<file path="src/rtl/smx_pkg.sv">
// ----------------------------------------------------------------------------
// smx_pkg
// Opcodes, error codes and shared-unit request and response types for the stack machine.
// ----------------------------------------------------------------------------
package smx_pkg;

  localparam logic [3:0] OP_LOAD  = 4'd0;
  localparam logic [3:0] OP_DROP  = 4'd1;
  localparam logic [3:0] OP_EMIT  = 4'd2;
  localparam logic [3:0] OP_ADD   = 4'd3;
  localparam logic [3:0] OP_SUB   = 4'd4;
  localparam logic [3:0] OP_MUL   = 4'd5;
  localparam logic [3:0] OP_DIV   = 4'd6;
  localparam logic [3:0] OP_JMP   = 4'd7;
  localparam logic [3:0] OP_JZ    = 4'd8;
  localparam logic [3:0] OP_HLT   = 4'd9;

  localparam logic [2:0] ERR_NONE   = 3'd0;
  localparam logic [2:0] ERR_UNDER  = 3'd1;
  localparam logic [2:0] ERR_DIV0   = 3'd2;
  localparam logic [2:0] ERR_OPCODE = 3'd3;
  localparam logic [2:0] ERR_OVER   = 3'd4;

  localparam logic [1:0] ALU_ADD = 2'd0;
  localparam logic [1:0] ALU_SUB = 2'd1;
  localparam logic [1:0] ALU_MUL = 2'd2;
  localparam logic [1:0] ALU_DIV = 2'd3;

  typedef struct packed {
    logic       start;
    logic [1:0] kind;
  } alu_req_t;

  typedef struct packed {
    logic        done;
    logic [31:0] result;
  } alu_rsp_t;

endpackage

</file>
<file path="src/rtl/stack_machine_executor.sv">
// ----------------------------------------------------------------------------
// stack_machine_executor
// Executes one stack-machine instruction per input transfer and reports the
// next pc, any printed value, the stop flag and the sticky error code.
// ----------------------------------------------------------------------------
//  channel | direction | fields
//  in_*    | slave     | tdata: op[3:0], arg[35:4]
//  out_*   | master    | tdata: next_pc, print_valid, print_value, stopped, error_code
//  cfg_*   | slave     | data: program_length
//
//  Steps: load, jmp, halt, a stopped machine and decode errors go from decode to
//  finish; drop, emit, jz read the stack once; add, sub, mul, div read it twice,
//  then, but for a divide by zero, wait on smx_alu (div: its radix-2 divider).
//  The sequencer and the single-port stack memory handle one instruction at
//  a time; in_tready is high only in the idle state.
//  A finished result sits in the output register; the next instruction is
//  taken while it waits, and its own result holds in the finish step until
//  the register is free. Synchronous active-low reset, no clearing pass.
// ----------------------------------------------------------------------------
module stack_machine_executor #(
  parameter int STACK_DEPTH = 64,
  parameter int PC_BITS     = 16
) (
  input  logic        clk,
  input  logic        rst_n,
  input  logic        in_tvalid,
  output logic        in_tready,
  input  logic [39:0] in_tdata,   // op[3:0], arg[35:4], zero pad
  output logic        out_tvalid,
  input  logic        out_tready,
  output logic [55:0] out_tdata,  // next_pc[15:0], print_valid[16],
                                  // print_value[48:17], stopped[49],
                                  // error_code[52:50], zero pad
  input  logic        cfg_valid,
  output logic        cfg_ready,
  input  logic [15:0] cfg_data    // program_length
);

  localparam int IW = (STACK_DEPTH > 1) ? $clog2(STACK_DEPTH) : 1;
  localparam int CW = $clog2(STACK_DEPTH + 1);
  localparam logic [32:0] PC_MAX = (33'd1 << PC_BITS) - 33'd1;

  localparam logic [2:0] S_IDLE = 3'd0;
  localparam logic [2:0] S_DEC  = 3'd1;
  localparam logic [2:0] S_RD1  = 3'd2;
  localparam logic [2:0] S_RD2  = 3'd3;
  localparam logic [2:0] S_ALU  = 3'd4;
  localparam logic [2:0] S_FIN  = 3'd5;

  logic [2:0]         state_r, state_nxt;
  logic [3:0]         op_r, op_nxt;
  logic [31:0]        arg_r, arg_nxt;
  logic [PC_BITS-1:0] pc_r, pc_nxt;
  logic [CW-1:0]      cnt_r, cnt_nxt;
  logic               stop_r, stop_nxt;
  logic [2:0]         err_r, err_nxt;
  logic [15:0]        plen_r;
  logic [31:0]        b_r, b_nxt;
  logic               go_r, go_nxt;
  logic               jump_r, jump_nxt;
  logic               pv_r, pv_nxt;
  logic [31:0]        pval_r, pval_nxt;
  logic               out_valid_r, out_valid_nxt;
  logic [52:0]        out_data_r, out_data_nxt;

  logic [31:0]        mem [STACK_DEPTH];
  logic [31:0]        rd_data_r;
  logic               rd_en;
  logic [IW-1:0]      rd_addr;
  logic               wr_en;
  logic [IW-1:0]      wr_addr;
  logic [31:0]        wr_data;

  logic [CW-1:0]      cnt_m1;
  logic [CW-1:0]      cnt_m2;
  logic               pc_out;
  logic [PC_BITS-1:0] fin_pc;
  logic               fin_stop;
  logic               out_free;

  smx_pkg::alu_req_t  alu_req;
  smx_pkg::alu_rsp_t  alu_rsp;

  smx_alu u_alu (
    .clk   (clk),
    .rst_n (rst_n),
    .req   (alu_req),
    .opa   (rd_data_r),
    .opb   (b_r),
    .rsp   (alu_rsp)
  );

  assign cnt_m1   = cnt_r - CW'(1);
  assign cnt_m2   = cnt_r - CW'(2);
  assign pc_out   = 33'(pc_r) >= 33'(plen_r);
  assign out_free = !out_valid_r || out_tready;

  always_comb begin
    fin_pc   = pc_r;
    fin_stop = stop_r;
    if (go_r) begin
      if (jump_r) begin
        if (arg_r[31] || (33'(arg_r) > PC_MAX)) begin
          fin_pc   = '1;
          fin_stop = 1'b1;
        end else begin
          fin_pc = arg_r[PC_BITS-1:0];
        end
      end else if (pc_r == {PC_BITS{1'b1}}) begin
        fin_stop = 1'b1;
      end else begin
        fin_pc = pc_r + PC_BITS'(1);
      end
      if (33'(fin_pc) >= 33'(plen_r)) begin
        fin_stop = 1'b1;
      end
    end
  end

  always_comb begin
    state_nxt     = state_r;
    op_nxt        = op_r;
    arg_nxt       = arg_r;
    pc_nxt        = pc_r;
    cnt_nxt       = cnt_r;
    stop_nxt      = stop_r;
    err_nxt       = err_r;
    b_nxt         = b_r;
    go_nxt        = go_r;
    jump_nxt      = jump_r;
    pv_nxt        = pv_r;
    pval_nxt      = pval_r;
    out_valid_nxt = out_valid_r && !out_tready;
    out_data_nxt  = out_data_r;
    rd_en         = 1'b0;
    rd_addr       = cnt_m1[IW-1:0];
    wr_en         = 1'b0;
    wr_addr       = cnt_r[IW-1:0];
    wr_data       = arg_r;
    alu_req.start = 1'b0;
    alu_req.kind  = smx_pkg::ALU_ADD;

    case (op_r)
      smx_pkg::OP_SUB: alu_req.kind = smx_pkg::ALU_SUB;
      smx_pkg::OP_MUL: alu_req.kind = smx_pkg::ALU_MUL;
      smx_pkg::OP_DIV: alu_req.kind = smx_pkg::ALU_DIV;
      default:         alu_req.kind = smx_pkg::ALU_ADD;
    endcase

    case (state_r)
      S_IDLE: begin
        if (in_tvalid) begin
          op_nxt    = in_tdata[3:0];
          arg_nxt   = in_tdata[35:4];
          go_nxt    = 1'b0;
          jump_nxt  = 1'b0;
          pv_nxt    = 1'b0;
          pval_nxt  = '0;
          state_nxt = S_DEC;
        end
      end
      S_DEC: begin
        state_nxt = S_FIN;
        if (stop_r) begin
          go_nxt = 1'b0;
        end else if (pc_out) begin
          stop_nxt = 1'b1;
        end else begin
          case (op_r)
            smx_pkg::OP_LOAD: begin
              if (cnt_r == CW'(STACK_DEPTH)) begin
                err_nxt  = smx_pkg::ERR_OVER;
                stop_nxt = 1'b1;
              end else begin
                wr_en   = 1'b1;
                cnt_nxt = cnt_r + CW'(1);
                go_nxt  = 1'b1;
              end
            end
            smx_pkg::OP_DROP, smx_pkg::OP_EMIT, smx_pkg::OP_JZ: begin
              if (cnt_r == '0) begin
                err_nxt  = smx_pkg::ERR_UNDER;
                stop_nxt = 1'b1;
              end else begin
                rd_en     = 1'b1;
                state_nxt = S_RD1;
              end
            end
            smx_pkg::OP_ADD, smx_pkg::OP_SUB, smx_pkg::OP_MUL, smx_pkg::OP_DIV: begin
              if (cnt_r < CW'(2)) begin
                err_nxt  = smx_pkg::ERR_UNDER;
                stop_nxt = 1'b1;
              end else begin
                rd_en     = 1'b1;
                state_nxt = S_RD1;
              end
            end
            smx_pkg::OP_JMP: begin
              go_nxt   = 1'b1;
              jump_nxt = 1'b1;
            end
            smx_pkg::OP_HLT: begin
              stop_nxt = 1'b1;
            end
            default: begin
              err_nxt  = smx_pkg::ERR_OPCODE;
              stop_nxt = 1'b1;
            end
          endcase
        end
      end
      S_RD1: begin
        b_nxt     = rd_data_r;
        state_nxt = S_FIN;
        case (op_r)
          smx_pkg::OP_DROP: begin
            cnt_nxt = cnt_m1;
            go_nxt  = 1'b1;
          end
          smx_pkg::OP_EMIT: begin
            cnt_nxt  = cnt_m1;
            go_nxt   = 1'b1;
            pv_nxt   = 1'b1;
            pval_nxt = rd_data_r;
          end
          smx_pkg::OP_JZ: begin
            cnt_nxt  = cnt_m1;
            go_nxt   = 1'b1;
            jump_nxt = (rd_data_r == '0);
          end
          default: begin
            rd_en     = 1'b1;
            rd_addr   = cnt_m2[IW-1:0];
            state_nxt = S_RD2;
          end
        endcase
      end
      S_RD2: begin
        if ((op_r == smx_pkg::OP_DIV) && (b_r == '0)) begin
          err_nxt   = smx_pkg::ERR_DIV0;
          stop_nxt  = 1'b1;
          state_nxt = S_FIN;
        end else begin
          alu_req.start = 1'b1;
          state_nxt     = S_ALU;
        end
      end
      S_ALU: begin
        if (alu_rsp.done) begin
          wr_en     = 1'b1;
          wr_addr   = cnt_m2[IW-1:0];
          wr_data   = alu_rsp.result;
          cnt_nxt   = cnt_m1;
          go_nxt    = 1'b1;
          state_nxt = S_FIN;
        end
      end
      S_FIN: begin
        if (out_free) begin
          pc_nxt        = fin_pc;
          stop_nxt      = fin_stop;
          out_valid_nxt = 1'b1;
          out_data_nxt  = {err_r, fin_stop, pval_r, pv_r, 16'(fin_pc)};
          state_nxt     = S_IDLE;
        end
      end
      default: state_nxt = S_IDLE;
    endcase
  end

  always_ff @(posedge clk) begin
    if (!rst_n) begin
      state_r     <= S_IDLE;
      pc_r        <= '0;
      cnt_r       <= '0;
      stop_r      <= 1'b0;
      err_r       <= smx_pkg::ERR_NONE;
      plen_r      <= 16'hFFFF;
      out_valid_r <= 1'b0;
    end else begin
      state_r     <= state_nxt;
      pc_r        <= pc_nxt;
      cnt_r       <= cnt_nxt;
      stop_r      <= stop_nxt;
      err_r       <= err_nxt;
      out_valid_r <= out_valid_nxt;
      if (cfg_valid) begin
        plen_r <= cfg_data;
      end
    end
  end

  always_ff @(posedge clk) begin
    op_r       <= op_nxt;
    arg_r      <= arg_nxt;
    b_r        <= b_nxt;
    go_r       <= go_nxt;
    jump_r     <= jump_nxt;
    pv_r       <= pv_nxt;
    pval_r     <= pval_nxt;
    out_data_r <= out_data_nxt;
  end

  always_ff @(posedge clk) begin
    if (wr_en) begin
      mem[wr_addr] <= wr_data;
    end
    if (rd_en) begin
      rd_data_r <= mem[rd_addr];
    end
  end

  assign in_tready  = (state_r == S_IDLE);
  assign cfg_ready  = 1'b1;
  assign out_tvalid = out_valid_r;
  assign out_tdata  = {3'b000, out_data_r};

  a_out_from_fin: assert property (@(posedge clk) disable iff (!rst_n)
    $rose(out_tvalid) |-> $past(state_r) == S_FIN)
    else $error("result raised outside the finish step");

  a_in_to_dec: assert property (@(posedge clk) disable iff (!rst_n)
    (in_tvalid && in_tready) |=> state_r == S_DEC)
    else $error("accepted instruction not decoded");

  a_stop_holds_pc: assert property (@(posedge clk) disable iff (!rst_n)
    ($past(rst_n) && $past(stop_r)) |-> ($stable(pc_r) && stop_r))
    else $error("pc or stop flag changed after stop");

  a_print_no_err: assert property (@(posedge clk) disable iff (!rst_n)
    (out_tvalid && out_tdata[16]) |-> (out_tdata[52:50] == smx_pkg::ERR_NONE))
    else $error("print reported with an error code set");

endmodule

</file>
<file path="src/rtl/smx_alu.sv">
// ----------------------------------------------------------------------------
// smx_alu
// Shared arithmetic unit: add, sub and mul done in the cycle after the request,
// signed divide by a restoring shift/subtract loop at one quotient bit per cycle.
// ----------------------------------------------------------------------------
module smx_alu (
  input  logic                clk,
  input  logic                rst_n,
  input  smx_pkg::alu_req_t   req,
  input  logic [31:0]         opa,
  input  logic [31:0]         opb,
  output smx_pkg::alu_rsp_t   rsp
);

  logic        busy_r;
  logic [5:0]  dcnt_r;
  logic [31:0] quo_r;
  logic [31:0] rem_r;
  logic [31:0] mb_r;
  logic        neg_r;
  logic [31:0] res_r;
  logic        done_r;

  logic [32:0] rem_sh;
  logic [33:0] diff;
  logic [31:0] prod;

  assign rem_sh = {rem_r, quo_r[31]};
  assign diff   = {1'b0, rem_sh} - {2'b00, mb_r};
  assign prod   = opa * opb;

  always_ff @(posedge clk) begin
    if (!rst_n) begin
      busy_r <= 1'b0;
      done_r <= 1'b0;
      dcnt_r <= '0;
    end else begin
      done_r <= 1'b0;
      if (req.start) begin
        case (req.kind)
          smx_pkg::ALU_ADD: begin
            res_r  <= opa + opb;
            done_r <= 1'b1;
          end
          smx_pkg::ALU_SUB: begin
            res_r  <= opa - opb;
            done_r <= 1'b1;
          end
          smx_pkg::ALU_MUL: begin
            res_r  <= prod;
            done_r <= 1'b1;
          end
          default: begin
            quo_r  <= opa[31] ? (32'd0 - opa) : opa;
            mb_r   <= opb[31] ? (32'd0 - opb) : opb;
            rem_r  <= '0;
            neg_r  <= opa[31] ^ opb[31];
            dcnt_r <= 6'd32;
            busy_r <= 1'b1;
          end
        endcase
      end else if (busy_r) begin
        if (dcnt_r == 6'd0) begin
          res_r  <= neg_r ? (32'd0 - quo_r) : quo_r;
          done_r <= 1'b1;
          busy_r <= 1'b0;
        end else begin
          dcnt_r <= dcnt_r - 6'd1;
          if (!diff[33]) begin
            rem_r <= diff[31:0];
            quo_r <= {quo_r[30:0], 1'b1};
          end else begin
            rem_r <= rem_sh[31:0];
            quo_r <= {quo_r[30:0], 1'b0};
          end
        end
      end
    end
  end

  assign rsp.done   = done_r;
  assign rsp.result = res_r;

endmodule

</file>
<file path="config.mk">
export PLATFORM = sky130hd
export DESIGN_NAME = stack_machine_executor
export DESIGN_NICKNAME = d
export VERILOG_FILES = /design/src/rtl/smx_pkg.sv /design/src/rtl/stack_machine_executor.sv /design/src/rtl/smx_alu.sv
export SDC_FILE = /design/constraint.sdc
export NUM_CORES = 2
export LEC_CHECK = 0
export BUFFER_PORTS_ARGS = -buffer_cell sky130_fd_sc_hd__buf_2
export CAP_MARGIN = 20
export CORE_ASPECT_RATIO = 1.25
export CORE_MARGIN = 1.5
export CORE_UTILIZATION = 55
export DETAILED_ROUTE_END_ITERATION = 10
export PLACE_DENSITY_LB_ADDON = 0.05
export SLEW_MARGIN = 20
export SYNTH_ARGS = -nofsm -noshare
export SYNTH_HDL_FRONTEND = slang
export SYNTH_SLANG_ARGS = --single-unit
</file>
<file path="constraint.sdc">
create_clock -name clk -period 8.9 [get_ports clk]
set_input_delay 1.335 -clock clk [delete_from_list [all_inputs] [get_ports clk]]
set_output_delay 1.335 -clock clk [all_outputs]
set_load 0.03 [all_outputs]
</file>
==> run metrics <==
Post-layout nets=between 10,000 and 15,000; # IOs=120; Clk Latency, worst-skew pair=930 ps; via-per-instance ratio=6.05; CTS H-Tree Depth=4; status=completed; register area=about 70,000 um2; yosys synthesis warning count=0; first-pass GRT wire length=roughly 500 mm; unrepaired setup endpoints after global routing=false; total wire length=roughly 340 mm; Fin Setup TNS=0 ps; Worst slew margin=0.157; Die X=between 400 and 500 um; initial antenna violation count=40; grt total ovfl=0; Final Skew=56.7 ps; CORE AREA=between 200,000 and 250,000 um2; Die ar.=about 210,000 um2; critical path launch point type=flip-flop; Max Cap Viol=0; met2 wire length=around 170 mm; num rows=roughly 190; Tmin final=just over 8000 ps; design area=between 100,000 and 150,000 um2; Syn Area/Cell=~12 um2; Worst Setup End Kind=flip-flop; CTS tree=done; synthesized instance count=9,932; hold crit path type=flip-flop to flip-flop; fillers=16,825; post-DP HPWL=205 mm; Tot GR Track Use=0.320; drt drc=0; pin count of the biggest net entering global routing=between 150 and 200; RePlAce Congestion=0.938; CP arrival=around 9000 ps; vias=78,057; Placed Area=roughly 120,000 um2; top cells by area, synth=edfxtp_1 (61%), nand2_1 (8.5%), fa_1 (7.1%); Met1 Routed Length=roughly 130 mm; Root Buffer=clkbuf_16; Iter 0 DRT Violations=about 8,000; post-cts sizing count=0; post-synthesis sequential area ratio=0.620; fraction of registers with async set/reset=0; clk buf depth=3; most frequent cells after synthesis=nand2_1 (2,628), edfxtp_1 (2,365), nand3_1 (1,082), clkbuf_1 (509), inv_1 (461); routed wl met3=approximately 24 mm; Initial DRT Pass Iterations=6; clock buffer count from CTS=approximately 230; Starting Density=0.553; Worst-Margin Slew=1260 ps; wire length per cell=about 27 um; Reg clk slew, reported paths=around 60 ps; post-CTS setup buffers=0; commonest register cell after synthesis=edfxtp_1; Hold-fix buffers, CTS=0; final worst path period share=0.919; vias in the first global route=between 70,000 and 80,000; CP Data Required Time=9480 ps; Final setup viols=0; fraction of layout cells with a size suffix above 1=0.0830; CP max FO=14; fin. max-slew vios=0; Synth top area share=0.611; area of the multi-input gates=40,700 um2; Post-synth EDFFs=around 2,400; post-route ant nets=0; Final Hold Viols=0; area leader, netlist=edfxtp_1; Mapped Area=between 100,000 and 150,000 um2; most frequent cell after synthesis=nand2_1; chip height=about 520 um; flops & latches, synth=approximately 2,400; final cell count without fillers=roughly 13,000; top routing layer in use=met5; Netlist cell types=between 80 and 90; Synth-to-Final Area Change=10.3%; Setup CP Type=flip-flop to flip-flop; clock sink count=2,420; placed cell count=around 12,000; FMAX=approximately 120 MHz; I/O Buffers=around 110
-- metrics by stage --
stage | util | setup slack [ps] | hold WS [ps]
detailed placement | 0.575 | 905 | 405
global route | 0.610 | 446 | 421
floorplan | - | 1790 | 400
CTS | 0.610 | 816 | 414
global placement | 0.575 | 962 | 401
finish | 0.610 | 718 | 416
-- logic make-up after synthesis --
logic type	after synthesis	share of synthesized area
simple gates	4779	0.186
flops	2420	0.620
buf+inv	1064	0.0349
compound gates	704	0.0387
fa+ha+maj	640	0.0954
xor+xnor	288	0.0217
mux	35	0.00318
other cells	2	0.0000646
-- cell type report --
cell class,instances,share of cell area
clock buffer,282,0.0466
clock inverter,138,0.0110
timing repair buffer,366,0.0211
sequential,2420,0.562
antenna,38,0.000742
tap,2755,0.0269
multi-input combinational,6450,0.318
inverter,462,0.0135
-- worst paths after layout --
| check | from | endpoint | slack, ps | depth (start not counted) |
|---|---|---|---|---|
| min | pval_r[27]$_SDFFCE_PN0P_ | out_data_r[44]$_DFFE_PP_ | 420 | 0 |
| max reg2reg | rd_data_r[4]$_DFFE_PP_ | u_alu.res_r[30]$_DFFE_PP_ | 720 | 24 |
| max | rd_data_r[4]$_DFFE_PP_ | u_alu.res_r[30]$_DFFE_PP_ | 720 | 24 |
| min reg2reg | pval_r[27]$_SDFFCE_PN0P_ | out_data_r[44]$_DFFE_PP_ | 420 | 0 |
-- placed cells by master, fill, tap and decap left out, types with 17 or more instances in the layout --
cell / netlist / layout
and2_1: 345 / 344
a211oi_1: 35 / 35
nor2b_1: 20 / 20
bufinv_16: 0 / 19
inv_1: 461 / 461
xnor2_1: 165 / 163
diode_2: 0 / 38
nor2_1: 190 / 154
buf_12: 0 / 17
nand4_1: 272 / 272
o22ai_1: 132 / 131
nand2_2: 0 / 31
nand2b_1: 28 / 28
buf_2: 38 / 111
or3_1: 19 / 19
or4_1: 50 / 50
buf_4: 5 / 237
dfxtp_1: 55 / 55
clkinv_2: 0 / 28
a21oi_1: 157 / 156
clkbuf_16: 0 / 231
o31ai_1: 38 / 36
edfxtp_1: 2365 / 2365
nor3_2: 1 / 32
nand2_1: 2628 / 2596
clkinv_1: 0 / 56
ha_1: 230 / 230
nor3_1: 74 / 42
fa_1: 410 / 410
o21ai_0: 132 / 131
clkbuf_1: 509 / 51
xor2_1: 123 / 123
a21o_1: 46 / 46
o21a_1: 22 / 22
mux2i_1: 20 / 20
o211ai_1: 33 / 33
nor2_4: 0 / 35
nand3_1: 1082 / 1074
-- critical path, cell delays in order, from the launching register on --
cell	delay, ps
edfxtp_1	1150
nand2_1	210
fa_1	470
inv_1	80
fa_1	440
fa_1	520
inv_1	50
fa_1	470
inv_1	40
ha_1	260
ha_1	290
fa_1	510
fa_1	440
ha_1	400
nand4_1	130
a211oi_1	380
a221oi_1	210
nor3_1	560
o211ai_1	260
a31oi_1	210
xnor2_1	140
nor2_1	60
buf_4	200
a211oi_1	220
a21oi_1	90
-- state kept, by name, summed over array words and instances, names as in the netlist, 3 cells and up --
| signal | flops |
|---|---|
| mem | 2048 |
| out_data_r | 53 |
| arg_r | 32 |
| b_r | 32 |
| pval_r | 32 |
| rd_data_r | 32 |
| u_alu.mb_r | 32 |
| u_alu.quo_r | 32 |
| u_alu.rem_r | 32 |
| u_alu.res_r | 32 |
| pc_r | 16 |
| plen_r | 16 |
| cnt_r | 7 |
| u_alu.dcnt_r | 6 |
| op_r | 4 |
| err_r | 3 |
| state_r | 3 |
-- layer usage --
layer  GRT usage  up-vias
met4       0.176       10
met3      0.0417      812
li1            -    34728
met5           0        -
met1       0.397    39157
met2       0.549     3350
Power is left out: the tool's default activity adds up to more than one toggle a clock period on the data nets, which glitch-free logic cannot reach.
